File: config.mk
export PLATFORM = sky130hd
export DESIGN_NAME = packet_header_deframer_checker_core_flat
export DESIGN_NICKNAME = d
export VERILOG_FILES = /design/src/rtl/phdc_pkg.sv /design/src/rtl/phdc_if.sv /design/src/rtl/phdc_cfg_regs.sv /design/src/rtl/phdc_parse.sv /design/src/rtl/phdc_result_fifo.sv /design/src/rtl/packet_header_deframer_checker_core.sv /design/src/flat_wrapper.sv
export SDC_FILE = /design/constraint.sdc
export NUM_CORES = 2
export LEC_CHECK = 0
export ABC_CLOCK_PERIOD_IN_PS = 9700
export BUFFER_PORTS_ARGS = -buffer_cell sky130_fd_sc_hd__buf_2
export CORE_ASPECT_RATIO = 0.9
export CORE_MARGIN = 3
export CORE_UTILIZATION = 56
export CTS_BUF_LIST = sky130_fd_sc_hd__clkbuf_4 sky130_fd_sc_hd__clkbuf_8
export DETAILED_ROUTE_END_ITERATION = 6
export PLACE_DENSITY_LB_ADDON = 0.12
export SETUP_SLACK_MARGIN = 0.4
export SLEW_MARGIN = 10
export SYNTH_ARGS = -nofsm -noshare
export SYNTH_HDL_FRONTEND = slang
export SYNTH_HIERARCHICAL = 1
export SYNTH_SLANG_ARGS = --single-unit
File: constraint.sdc
create_clock -name clk -period 9.7 [get_ports clk]
set_input_delay 1.455 -clock clk [delete_from_list [all_inputs] [get_ports clk]]
set_output_delay 1.455 -clock clk [all_outputs]
set_load 0.005 [all_outputs]
File: src/rtl/phdc_pkg.sv
package phdc_pkg;

  localparam int PosW = 33;
  localparam logic [PosW-1:0] PosMax = '1;
  localparam logic [5:0] HdrCrcStart = 6'd28;
  localparam logic [5:0] HdrDigestStart = 6'd32;
  localparam logic [5:0] HdrLastByte = 6'd63;
  localparam logic [PosW-1:0] HdrBytes = 33'd64;
  localparam logic [31:0] CrcPoly = 32'hEDB8_8320;

  localparam int CfgIndexW = 8;
  localparam logic [CfgIndexW-1:0] CfgMagicWord = 8'd0;
  localparam logic [CfgIndexW-1:0] CfgProtocolVersion = 8'd1;
  localparam logic [CfgIndexW-1:0] CfgPayloadLimit = 8'd2;
  localparam logic [CfgIndexW-1:0] CfgHighestTypeCode = 8'd3;

  typedef enum logic [1:0] {
    KindDigest  = 2'd0,
    KindPayload = 2'd1,
    KindStatus  = 2'd2
  } kind_t;

  typedef enum logic [2:0] {
    StOk       = 3'd0,
    StShort    = 3'd1,
    StMagic    = 3'd2,
    StVersion  = 3'd3,
    StType     = 3'd4,
    StTooLarge = 3'd5,
    StSize     = 3'd6,
    StCrc      = 3'd7
  } status_t;

  typedef struct packed {
    kind_t       out_kind;
    logic [7:0]  out_byte;
    status_t     status;
    logic [15:0] packet_type;
    logic [63:0] session_tag;
    logic [63:0] chunk_number;
    logic [31:0] payload_length;
  } result_t;

  typedef struct packed {
    logic [31:0] magic_word;
    logic [15:0] protocol_version;
    logic [31:0] payload_limit;
    logic [15:0] highest_type_code;
  } cfg_t;

  typedef struct packed {
    logic    data_valid;
    result_t data_res;
    logic    stat_valid;
    result_t stat_res;
  } push_t;

  function automatic logic [31:0] crc32_byte(input logic [31:0] crc, input logic [7:0] b);
    logic [31:0] c;
    c = crc ^ {24'd0, b};
    for (int k = 0; k < 8; k++) begin
      c = c[0] ? ((c >> 1) ^ CrcPoly) : (c >> 1);
    end
    return c;
  endfunction

endpackage

File: src/rtl/phdc_if.sv
interface phdc_frame_if;
  logic       valid;
  logic       ready;
  logic [7:0] frame_byte;
  logic       frame_end;

  modport source (output valid, frame_byte, frame_end, input ready);
  modport sink (input valid, frame_byte, frame_end, output ready);
endinterface

interface phdc_result_if;
  logic        valid;
  logic        ready;
  logic [1:0]  out_kind;
  logic [7:0]  out_byte;
  logic [2:0]  status;
  logic [15:0] packet_type;
  logic [63:0] session_tag;
  logic [63:0] chunk_number;
  logic [31:0] payload_length;

  modport source (output valid, out_kind, out_byte, status, packet_type, session_tag,
                  chunk_number, payload_length, input ready);
  modport sink (input valid, out_kind, out_byte, status, packet_type, session_tag,
                chunk_number, payload_length, output ready);
endinterface

interface phdc_cfg_if;
  logic        valid;
  logic        ready;
  logic [7:0]  index;
  logic [31:0] data;

  modport source (output valid, index, data, input ready);
  modport sink (input valid, index, data, output ready);
endinterface

File: src/rtl/phdc_cfg_regs.sv
module phdc_cfg_regs (
  input  logic          clk,
  input  logic          rst,
  phdc_cfg_if.sink      cfg,
  output phdc_pkg::cfg_t regs
);
  import phdc_pkg::*;

  assign cfg.ready = 1'b1;

  always_ff @(posedge clk) begin
    if (rst) begin
      regs.magic_word        <= 32'd0;
      regs.protocol_version  <= 16'd1;
      regs.payload_limit     <= 32'd1048576;
      regs.highest_type_code <= 16'd8;
    end else if (cfg.valid) begin
      case (cfg.index)
        CfgMagicWord:       regs.magic_word        <= cfg.data;
        CfgProtocolVersion: regs.protocol_version  <= cfg.data[15:0];
        CfgPayloadLimit:    regs.payload_limit     <= cfg.data;
        CfgHighestTypeCode: regs.highest_type_code <= cfg.data[15:0];
        default: ;
      endcase
    end
  end

endmodule

File: src/rtl/phdc_parse.sv
module phdc_parse (
  input  logic            clk,
  input  logic            rst,
  input  logic            in_valid,
  input  logic [7:0]      in_byte,
  input  logic            in_end,
  input  phdc_pkg::cfg_t  cfg,
  output phdc_pkg::push_t push
);
  import phdc_pkg::*;

  // input register
  logic       item_valid;
  logic [7:0] item_byte;
  logic       item_end;

  // frame state
  logic [PosW-1:0] byte_position;
  logic [31:0]     magic_seen;
  logic [15:0]     version_seen;
  logic [15:0]     type_seen;
  logic [63:0]     hash_seen;
  logic [63:0]     chunk_seen;
  logic [31:0]     length_seen;
  logic [31:0]     crc_seen;
  logic [31:0]     crc_running;
  status_t         first_error;

  logic [PosW-1:0] byte_position_next;
  logic [31:0]     magic_seen_next;
  logic [15:0]     version_seen_next;
  logic [15:0]     type_seen_next;
  logic [63:0]     hash_seen_next;
  logic [63:0]     chunk_seen_next;
  logic [31:0]     length_seen_next;
  logic [31:0]     crc_seen_next;
  logic [31:0]     crc_running_next;
  status_t         first_error_next;

  logic            in_hdr;
  logic [5:0]      lo;
  logic [7:0]      crc_in;
  logic [PosW-1:0] expect_count;
  status_t         stat;

  assign in_hdr = (byte_position[PosW-1:6] == '0);
  assign lo     = byte_position[5:0];
  assign crc_in = (lo >= HdrCrcStart && lo < HdrDigestStart) ? 8'd0 : item_byte;

  always_comb begin
    magic_seen_next   = magic_seen;
    version_seen_next = version_seen;
    type_seen_next    = type_seen;
    hash_seen_next    = hash_seen;
    chunk_seen_next   = chunk_seen;
    length_seen_next  = length_seen;
    crc_seen_next     = crc_seen;
    crc_running_next  = crc_running;
    first_error_next  = first_error;

    if (in_hdr) begin
      if (lo < 6'd4) begin
        magic_seen_next = {magic_seen[23:0], item_byte};
      end else if (lo < 6'd6) begin
        version_seen_next = {version_seen[7:0], item_byte};
      end else if (lo < 6'd8) begin
        type_seen_next = {type_seen[7:0], item_byte};
      end else if (lo < 6'd16) begin
        hash_seen_next = {hash_seen[55:0], item_byte};
      end else if (lo < 6'd24) begin
        chunk_seen_next = {chunk_seen[55:0], item_byte};
      end else if (lo < HdrCrcStart) begin
        length_seen_next = {length_seen[23:0], item_byte};
      end else if (lo < HdrDigestStart) begin
        crc_seen_next = {crc_seen[23:0], item_byte};
      end
      crc_running_next = crc32_byte(crc_running, crc_in);
    end

    if (in_hdr && lo == HdrLastByte) begin
      if (magic_seen != cfg.magic_word) begin
        first_error_next = StMagic;
      end else if (version_seen != cfg.protocol_version) begin
        first_error_next = StVersion;
      end else if (type_seen == 16'd0 || type_seen > cfg.highest_type_code) begin
        first_error_next = StType;
      end else if (length_seen > cfg.payload_limit) begin
        first_error_next = StTooLarge;
      end else if (~crc_running_next != crc_seen) begin
        first_error_next = StCrc;
      end else begin
        first_error_next = StOk;
      end
    end

    byte_position_next = (byte_position == PosMax) ? byte_position
                                                   : byte_position + 1'b1;
  end

  assign expect_count = HdrBytes + {1'b0, length_seen_next};

  always_comb begin
    if (byte_position_next < HdrBytes) begin
      stat = StShort;
    end else if (first_error_next == StMagic || first_error_next == StVersion ||
                 first_error_next == StType || first_error_next == StTooLarge) begin
      stat = first_error_next;
    end else if (byte_position_next != expect_count) begin
      stat = StSize;
    end else begin
      stat = first_error_next;
    end
  end

  always_comb begin
    push = '0;
    push.data_res.out_byte = item_byte;
    if (in_hdr) begin
      push.data_res.out_kind = KindDigest;
      push.data_valid = item_valid && (lo >= HdrDigestStart);
    end else begin
      push.data_res.out_kind = KindPayload;
      push.data_valid = item_valid && (first_error == StOk);
    end
    push.stat_valid                = item_valid && item_end;
    push.stat_res.out_kind         = KindStatus;
    push.stat_res.status           = stat;
    push.stat_res.packet_type      = type_seen_next;
    push.stat_res.session_tag      = hash_seen_next;
    push.stat_res.chunk_number     = chunk_seen_next;
    push.stat_res.payload_length   = length_seen_next;
  end

  always_ff @(posedge clk) begin
    item_byte <= in_byte;
    item_end  <= in_end;
    if (rst) begin
      item_valid    <= 1'b0;
      byte_position <= '0;
      magic_seen    <= '0;
      version_seen  <= '0;
      type_seen     <= '0;
      hash_seen     <= '0;
      chunk_seen    <= '0;
      length_seen   <= '0;
      crc_seen      <= '0;
      crc_running   <= '1;
      first_error   <= StOk;
    end else begin
      item_valid <= in_valid;
      if (item_valid) begin
        if (item_end) begin
          byte_position <= '0;
          magic_seen    <= '0;
          version_seen  <= '0;
          type_seen     <= '0;
          hash_seen     <= '0;
          chunk_seen    <= '0;
          length_seen   <= '0;
          crc_seen      <= '0;
          crc_running   <= '1;
          first_error   <= StOk;
        end else begin
          byte_position <= byte_position_next;
          magic_seen    <= magic_seen_next;
          version_seen  <= version_seen_next;
          type_seen     <= type_seen_next;
          hash_seen     <= hash_seen_next;
          chunk_seen    <= chunk_seen_next;
          length_seen   <= length_seen_next;
          crc_seen      <= crc_seen_next;
          crc_running   <= crc_running_next;
          first_error   <= first_error_next;
        end
      end
    end
  end

  a_end_clears: assert property (@(posedge clk) disable iff (rst)
    item_valid && item_end |=> byte_position == '0 && crc_running == '1)
    else $error("frame state not cleared after last byte");

  a_crc_frozen: assert property (@(posedge clk) disable iff (rst)
    item_valid && !item_end && !in_hdr |=> $stable(crc_running))
    else $error("crc moved past header");

  a_verdict_held: assert property (@(posedge clk) disable iff (rst)
    item_valid && !item_end && !in_hdr |=> $stable(first_error))
    else $error("header verdict changed in payload");

endmodule

File: src/rtl/phdc_result_fifo.sv
module phdc_result_fifo #(
  parameter int Depth = 8
) (
  input  logic            clk,
  input  logic            rst,
  input  phdc_pkg::push_t push,
  output logic            has_room,
  phdc_result_if.source   result
);
  import phdc_pkg::*;

  localparam int PtrW = $clog2(Depth);
  localparam int CntW = $clog2(Depth + 1);
  localparam logic [CntW-1:0] RoomMax = CntW'(Depth - 4);
  localparam logic [PtrW-1:0] PtrLast = PtrW'(Depth - 1);

  result_t         mem [Depth];
  logic [PtrW-1:0] wr_ptr;
  logic [PtrW-1:0] rd_ptr;
  logic [CntW-1:0] count;
  logic [PtrW-1:0] wr_ptr_inc;
  logic [1:0]      n_push;
  logic            pop;
  result_t         head;
  result_t         first_res;

  function automatic logic [PtrW-1:0] ptr_inc(input logic [PtrW-1:0] p);
    return (p == PtrLast) ? '0 : p + 1'b1;
  endfunction

  assign wr_ptr_inc = ptr_inc(wr_ptr);
  assign n_push     = {1'b0, push.data_valid} + {1'b0, push.stat_valid};
  assign first_res  = push.data_valid ? push.data_res : push.stat_res;
  assign pop        = result.valid && result.ready;
  assign has_room   = (count <= RoomMax);
  assign head       = mem[rd_ptr];

  assign result.valid          = (count != '0);
  assign result.out_kind       = head.out_kind;
  assign result.out_byte       = head.out_byte;
  assign result.status         = head.status;
  assign result.packet_type    = head.packet_type;
  assign result.session_tag    = head.session_tag;
  assign result.chunk_number   = head.chunk_number;
  assign result.payload_length = head.payload_length;

  always_ff @(posedge clk) begin
    if (n_push != 2'd0) begin
      mem[wr_ptr] <= first_res;
    end
    if (n_push == 2'd2) begin
      mem[wr_ptr_inc] <= push.stat_res;
    end
    if (rst) begin
      wr_ptr <= '0;
      rd_ptr <= '0;
      count  <= '0;
    end else begin
      case (n_push)
        2'd1:    wr_ptr <= wr_ptr_inc;
        2'd2:    wr_ptr <= ptr_inc(wr_ptr_inc);
        default: ;
      endcase
      if (pop) begin
        rd_ptr <= ptr_inc(rd_ptr);
      end
      count <= count + CntW'(n_push) - CntW'(pop);
    end
  end

  a_no_overflow: assert property (@(posedge clk) disable iff (rst)
    count <= CntW'(Depth))
    else $error("result queue overflow");

  a_pop_only: assert property (@(posedge clk) disable iff (rst)
    pop && n_push == 2'd0 |=> count == $past(count) - 1'b1)
    else $error("count wrong after pop");

  a_push_two: assert property (@(posedge clk) disable iff (rst)
    !pop && n_push == 2'd2 |=> count == $past(count) + 2'd2)
    else $error("count wrong after double push");

endmodule

File: src/rtl/packet_header_deframer_checker_core.sv
// Streaming deframer for frames with a 64-byte big-endian header protected by a
// CRC-32 (IEEE, header CRC bytes 28-31 counted as zero). Takes one frame byte per
// cycle while input ready is high: each transfer goes into an input register and
// is checked and decoded in the following cycle, so a byte can be taken on every
// clock. Digest bytes (header bytes 32-63) come out as they arrive, payload bytes
// only when the header passed, and the frame's last byte adds a status record
// after its own data transfer. Results wait in a small queue (FifoDepth entries);
// input ready drops only while that queue holds more than FifoDepth-4 results, so
// with the result side always ready the sustained rate is one byte per cycle; a
// result passes the input register and then the queue. Configuration writes are
// taken at any time and must only be issued while no frame is in flight.
module packet_header_deframer_checker_core #(
  parameter int FifoDepth = 8
) (
  input logic           clk,
  input logic           rst,
  phdc_frame_if.sink    frame,
  phdc_result_if.source result,
  phdc_cfg_if.sink      cfg
);
  import phdc_pkg::*;

  cfg_t  regs;
  push_t push;
  logic  has_room;

  assign frame.ready = has_room;

  phdc_cfg_regs u_cfg_regs (
    .clk  (clk),
    .rst  (rst),
    .cfg  (cfg),
    .regs (regs)
  );

  phdc_parse u_parse (
    .clk      (clk),
    .rst      (rst),
    .in_valid (frame.valid && has_room),
    .in_byte  (frame.frame_byte),
    .in_end   (frame.frame_end),
    .cfg      (regs),
    .push     (push)
  );

  phdc_result_fifo #(
    .Depth (FifoDepth)
  ) u_result_fifo (
    .clk      (clk),
    .rst      (rst),
    .push     (push),
    .has_room (has_room),
    .result   (result)
  );

endmodule
File: src/flat_wrapper.sv
// flat-port wrapper written by rule: the top's interface ports become plain ports
module packet_header_deframer_checker_core_flat import phdc_pkg::*;
#(
  parameter int FifoDepth = 8
)
  (clk, rst, frame_valid, frame_frame_byte, frame_frame_end, frame_ready, result_valid, result_out_kind, result_out_byte, result_status, result_packet_type, result_session_tag, result_chunk_number, result_payload_length, result_ready, cfg_valid, cfg_index, cfg_data, cfg_ready);
  phdc_frame_if frame_i ();
  phdc_result_if result_i ();
  phdc_cfg_if cfg_i ();
  input logic clk;
  input logic rst;
  input wire logic [$bits(frame_i.valid)-1:0] frame_valid;
  input wire logic [$bits(frame_i.frame_byte)-1:0] frame_frame_byte;
  input wire logic [$bits(frame_i.frame_end)-1:0] frame_frame_end;
  output wire logic [$bits(frame_i.ready)-1:0] frame_ready;
  output wire logic [$bits(result_i.valid)-1:0] result_valid;
  output wire logic [$bits(result_i.out_kind)-1:0] result_out_kind;
  output wire logic [$bits(result_i.out_byte)-1:0] result_out_byte;
  output wire logic [$bits(result_i.status)-1:0] result_status;
  output wire logic [$bits(result_i.packet_type)-1:0] result_packet_type;
  output wire logic [$bits(result_i.session_tag)-1:0] result_session_tag;
  output wire logic [$bits(result_i.chunk_number)-1:0] result_chunk_number;
  output wire logic [$bits(result_i.payload_length)-1:0] result_payload_length;
  input wire logic [$bits(result_i.ready)-1:0] result_ready;
  input wire logic [$bits(cfg_i.valid)-1:0] cfg_valid;
  input wire logic [$bits(cfg_i.index)-1:0] cfg_index;
  input wire logic [$bits(cfg_i.data)-1:0] cfg_data;
  output wire logic [$bits(cfg_i.ready)-1:0] cfg_ready;
  assign frame_i.valid = frame_valid;
  assign frame_i.frame_byte = frame_frame_byte;
  assign frame_i.frame_end = frame_frame_end;
  assign frame_ready = frame_i.ready;
  assign result_valid = result_i.valid;
  assign result_out_kind = result_i.out_kind;
  assign result_out_byte = result_i.out_byte;
  assign result_status = result_i.status;
  assign result_packet_type = result_i.packet_type;
  assign result_session_tag = result_i.session_tag;
  assign result_chunk_number = result_i.chunk_number;
  assign result_payload_length = result_i.payload_length;
  assign result_i.ready = result_ready;
  assign cfg_i.valid = cfg_valid;
  assign cfg_i.index = cfg_index;
  assign cfg_i.data = cfg_data;
  assign cfg_ready = cfg_i.ready;
  packet_header_deframer_checker_core #(.FifoDepth(FifoDepth)) u_core (.clk(clk), .rst(rst), .frame(frame_i), .result(result_i), .cfg(cfg_i));
endmodule
# [Word level (Yosys, flattened, before mapping)]
# Memories as Yosys holds them, arrays and structs flattened. A register that Yosys moved wholly into a read port is not among the register bits.
# Index checks and enable logic that the tools add are counted.
[word_totals] wordCells=182 output_inout_bits=192 ram_bits=1512 mem_count=1 register_bits=440
[classes] reduce_logical=29 bitwise=10 mux=77 n_eq_ne=24 n_addsub=8 n_lt_le_gt_ge=13
[memory_table] name="u_core.u_result_fifo.mem" depth=8 word_bits=189 read_ports=1 rd_ports_with_merged_regs=1 wr=2 line="phdc_result_fifo.sv:17" text="result_t mem [Depth];"
[ops] op="$mux 32" n=30
[ops] op="$mux 64" n=13
[ops] op="$mux 189" n=1
[ops] op="$mux 16" n=9
[ops] op="$not 13->14" n=8
[ops] op="$mux 33" n=2
[ops] op="$ne 32x32->1" n=2
[ops] op="$mux 3" n=16
[ops] op="$add 33x1->33 const B" n=1
[ops] op="$add 7x32->33 const A" n=1
[ops] op="$eq 33x33->1 const B" n=1
[ops] op="$lt 33x7->1 const B" n=1
[ops] op="$ne 33x33->1" n=1
[ops] op="$gt 32x32->1" n=1
[ops] op="$not 32->32" n=1
[ops] op="$xor 32x8->32" n=1
[ops] op="$logic_not 27->1" n=1
[ops] op="$lt 6x5->1 const B" n=3
[ops] op="$eq 8x2->1 const B" n=2
[ops] op="$gt 16x16->1" n=1
[ops] op="$logic_not 16->1" n=1
[ops] op="$ne 16x16->1" n=1
[ops] op="$eq 3x3->1 const B" n=5
[ops] op="$lt 6x3->1 const B" n=2
[ops] op="28 further kinds" n=56

# [Logic depth before layout (Yosys ltp)]
[logic_depth] depth_word=36 depth_mapped=24 ltp_nobuf=18

# [Hierarchy]
# Netlist, hierarchy kept.
[modules_own_cells] mod="phdc_result_fifo" area_each_um2=77916.0 instances=1 cells_per_inst=4190
[modules_own_cells] mod="phdc_parse" area_each_um2=22078.7 instances=1 cells_per_inst=2710
[modules_own_cells] mod="phdc_cfg_regs" area_each_um2=3972.6 instances=1 cells_per_inst=355
[modules_own_cells] mod="packet_header_deframer_checker_core" area_each_um2=6.3 instances=1 cells_per_inst=1

# [Worst setup path after synthesis]
# OpenSTA, ideal clock, no wires.
[synth_timing] kind="reg-to-reg" from="register u_core.u_parse.byte_position[25]" to="memory u_core/u_result_fifo/mem[5][0] (netlist name), enable pin" path_slack_ns=1.954 path_stages_with_launch=17 arrival_ns=7.189 setup_ns=0.558 path_cell_list="dfxtp_1 -> buf_2 -> nor4_1 -> nand3_2 -> nor2_1 -> clkbuf_1 -> clkbuf_1 -> a21oi_1 -> nor2_1 -> buf_2 -> clkbuf_1 -> buf_2 -> inv_1 -> ha_1 -> nor2b_1 -> nand2_1 -> nand2_1"
[synth_rtl] element="start, declared" line="phdc_parse.sv:18" text="logic [PosW-1:0] byte_position;"
[synth_rtl] element="start signal, assigned" line="phdc_parse.sv:164" text="byte_position <= byte_position_next;"
[synth_rtl] element="end, declared" line="phdc_result_fifo.sv:17"

==> run_results.csv <==
group,metric,value,unit
min_path,whs_endpoint,"u_core/u_cfg_regs/regs[23]",
drt,wire_per_inst,29.1,um
power_and_ir_drop,powerDensity,173,mW/mm^2
global_routing,grt_antenna_before_repair,13,
power_and_ir_drop,pwr-share-seq,0.468,
sta,layout_min_cycle_time,6.95,ns
yosys,synth_simple_gate_area_frac,0.0509,
place,placement.io_buffers,244,
critical_path,setup.reg_to_reg.worst_slack,2.75,ns
clock_network,holdBufCountCts,0,
cells_and_area,final_net_count,7547,
global_routing,gr-total-overflow,0,
critical_path,end_kind,"register",
global_routing,grt_pass1_wl,436000,um
yosys,yosysUniqueCellTypes,100,
critical_path,worst_path_dominant_cell_family,"simple AND/OR/NAND/NOR gates",
critical_path,slowest_delay,0.86,ns
clock_network,cts_sinks,1955,
yosys,synthesis.instances,7256,
power_and_ir_drop,peakVddDrop,165,uV
floorplanning,die_outline_area,0.191,sq mm
drt,wl,294000,um
drt,detail_route.iter0.violations,6839,
yosys,synth_edf_count,1512,
cells_and_area,area_growth,8.63,%
critical_path,worstPathBufferInverterCount,1,
yosys,mappedNetlistArea,0.104,sq mm
min_path,hold_path.class,"reg -> reg",
sta,finalSetupViolations,0,
clock_network,cts-resized-gates,0,
sta,least_margin_pin_slew,1.16,ns
power_and_ir_drop,power.leakage,0.0426,uW
job,cap_viol_max_count,0,
global_routing,pin_count_of_the_biggest_net_entering_global_routing,182,
drt,detail_route.drc_violations,0,
floorplanning,dieHeight,415,um
critical_path,path_class,"reg -> reg",
sta,whs,0.479,ns
drt,vias,64300,
clock_network,post-cts-setup-buffers,0,
clock_network,numCtsBuffers,342,
sta,layout_worst_path_cycle_share,0.717,
critical_path,timing.rr.end,"u_core/u_result_fifo/mem[5][178]",
sta,final-hold-violation-count,0,
yosys,synthArstFlopShare,0,
min_path,hold_path_startpoint,"u_core/u_cfg_regs/regs[23]",
min_path,hold_depth,2,
yosys,synth-seq-area-share,0.522,
power_and_ir_drop,p_sw,5030,uW
clock_network,clk_path_buf_depth,4,
sta,timing.slew.headroom,0.224,
yosys,synth_fa_ha_area_frac,0.00838,
power_and_ir_drop,netSwitchingFraction,0.257,
yosys,compound_gate_portion_of_the_synthesized_area,0.0406,
global_routing,first_global_vias,65900,
cells_and_area,layout-drive-gt1-share,0.390,
floorplanning,initial_core_util,0.566,
yosys,xor_xnor_fraction_of_synth_area,0.0251,
drt,drt-vias-per-instance,6.36,
yosys,syn-mean-instance-area,14.3,sq um
clock_network,clk_pin_slew,0.06,ns
sta,totalNegativeSetupSlack,0,ns
critical_path,critPathMaxFanout,22,
yosys,post_synth_mux_area_share,0.308,
place,routability_congestion_estimate_from_global_placement,0.935,
cells_and_area,layout.filler_cells,14000,
critical_path,reg2regPathDepth,18,
sta,clock_skew,0.0729,ns
sta,fmax,0.144,GHz
floorplanning,core.rowCount,149,
place,dpl.hpwl,158000,um
drt,dr_wl_met3,22400,um
yosys,ys_dominant_reg_cell,"edfxtp_1",
power_and_ir_drop,combinationalPowerShare,0.141,
critical_path,crit_arrival,7.71,ns
clock_network,clock_insertion_delay_worst_skew,1.07,ns
power_and_ir_drop,power_frac_clock,0.390,
sta,slew_violations,0,
critical_path,cp_cell_sequence,"nor4_1, nand3_2, nor3_4, mux2i_1, inv_1, ha_1, nand4_1, nor4_1, xor2_1, mux2i_1, xnor2_1, nand2_1, or4_1, or4_1, nand2_1, o2bb2ai_1, mux2_2, mux2_1",
critical_path,crit_path_start_kind,"register",
drt,detail_route.wirelength.met1,125000,um
floorplanning,num_io_pins,246,
clock_network,cts_tree,"built",
cells_and_area,final_util,0.614,
drt,drt_first_pass_iters,6,
yosys,yosysWarningCount,6,
critical_path,slowest_cell_on_the_critical_path,"nor3_4",
status,run_status,"complete, no violations",
floorplanning,chipWidth,460,um
critical_path,crit_required,10.46,ns
power_and_ir_drop,p_int,14500,uW
sta,rsz_0062_raised_after_global_routing,"no",
global_routing,global_route.usage.total,0.305,
drt,top_signal_layer_used,"met4",
clock_network,htreeDepth,5,
yosys,largest_family_of_logic_cells_by_synthesized_area,"multiplexers",
clock_network,clock_tree.root_cell,"clkbuf_8",
drt,postRouteAntennaNets,0,
critical_path,reg2reg_from,"u_core/u_parse/byte_position[19]",
yosys,postSynthRegisterBits,1955,
floorplanning,core_box_area,0.184,sq mm
drt,wl_met2,137000,um
==> layer usage <==
metal,vias up,track usage
li1,28000,-
met1,33000,0.430
met2,2751,0.483
met3,558,0.0500
met4,0,0.100
met5,-,0
==> stage by stage <==
stage               worst slack, ns  power, uW  area [sq um]  instances
floorplan                      1.95      11200        105000       7444
global placement               3.00      12100        106000       9496
detailed placement             2.88      12100        106000       9496
CTS                            2.83      19700        113000      10100
global route                   2.37      20300        113000      10100
finish                         2.75      19600        113000      10100
==> sequential cells by signal, indices dropped and copies added (netlist names), 4 cells and up, named ones only <==
signal / count
u_core/u_result_fifo/mem: 1512
u_core/u_cfg_regs/regs: 96
u_core/u_parse/chunk_seen: 64
u_core/u_parse/hash_seen: 64
u_core/u_parse/byte_position: 33
u_core/u_parse/crc_running: 32
u_core/u_parse/crc_seen: 32
u_core/u_parse/length_seen: 32
u_core/u_parse/magic_seen: 32
u_core/u_parse/type_seen: 16
u_core/u_parse/version_seen: 16
u_core/u_parse/item_byte: 8
u_core/u_result_fifo/count: 4
==> worst max-delay path by stage <==
stage,endpoint,cells after the start,start
3_3_place_gp,u_core/u_result_fifo/mem[0][178],18,u_core/u_parse/byte_position[6]
6_report,u_core/u_result_fifo/mem[5][178],18,u_core/u_parse/byte_position[19]
2_1_floorplan,u_core/u_result_fifo/mem[5][0],16,u_core/u_parse/byte_position[25]
5_1_grt,u_core/u_result_fifo/mem[5][178],18,u_core/u_parse/byte_position[19]
4_1_cts,u_core/u_result_fifo/mem[5][178],18,u_core/u_parse/byte_position[14]
3_5_place_dp,u_core/u_result_fifo/mem[0][178],18,u_core/u_parse/byte_position[14]
==> Yosys cell counts, drive strengths merged, types with 13 or more instances <==
cell type	count	area share
nor2b	15	0.00090
xor2	73	0.0061
nor4	40	0.0029
mux2i	125	0.012
nor3	39	0.0020
mux4	378	0.082
a21o	16	0.0012
mux2	1981	0.21
buf	490	0.032
xnor3	39	0.0085
and3	19	0.0011
and2	13	0.00081
clkbuf	229	0.0083
nand2	163	0.0059
and4	16	0.0013
edfxtp	1512	0.44
dfxtp	443	0.085
ha	68	0.0082
a21oi	125	0.0060
o21ai	65	0.0031
nand3	45	0.0023
a22oi	270	0.019
nor2	508	0.018
o211ai	33	0.0024
xnor2	102	0.0087
inv	101	0.0036
nand2b	132	0.0079
nand4	50	0.0034
==> layout make-up <==
type	count	area, sq um	share of cell area
sequential	1955	54300	0.481
multi-input combinational	4668	46000	0.407
clock buffer	516	6310	0.0559
tap	2416	3020	0.0268
timing repair buffer	355	2440	0.0216
clock inverter	81	464	0.00411
inverter	102	390	0.00346
antenna	11	27.5	0.000244
==> power groups by stage <==
stage,clock network [uW],registers [uW],logic (uW)
after floorplan,0,9280,1950
after global placement,0,9340,2750
after detailed placement,0,9340,2770
after CTS,7780,9170,2780
after global routing,8150,9180,2940
final,7640,9170,2770
==> kinds of logic after synthesis <==
group | Yosys count
flip-flops | 1955
XOR/XNOR | 222
other | 3
adder cells (fa/ha/maj) | 69
AO/OA/AOI/OAI | 612
multiplexers | 2484
AND/OR/NAND/NOR | 1090
buffers and inverters | 821
==> cell usage in the layout, fill, tap and decap left out, drive strengths merged, types with 125 or more instances in the layout <==
cell type     n
nand2       163
clkbuf      516
conb        191
a22oi       270
mux2       1981
nor2        508
mux2i       125
buf         355
dfxtp       443
nand2b      132
mux4        378
a21oi       125
edfxtp     1512
==> worst reg2reg max path, cell delays in order (launching register included) <==
cell and delay (ns):
dfxtp_1 0.38, nor4_1 0.47, nand3_2 0.34, nor3_4 0.87, mux2i_1 0.30, inv_1 0.33
ha_1 0.45, nand4_1 0.37, nor4_1 0.45, xor2_1 0.12, mux2i_1 0.20, xnor2_1 0.15
nand2_1 0.06, or4_1 0.45, or4_1 0.61, nand2_1 0.20, o2bb2ai_1 0.23, mux2_2 0.41
mux2_1 0.31
(Power assumes the default switching activity.)
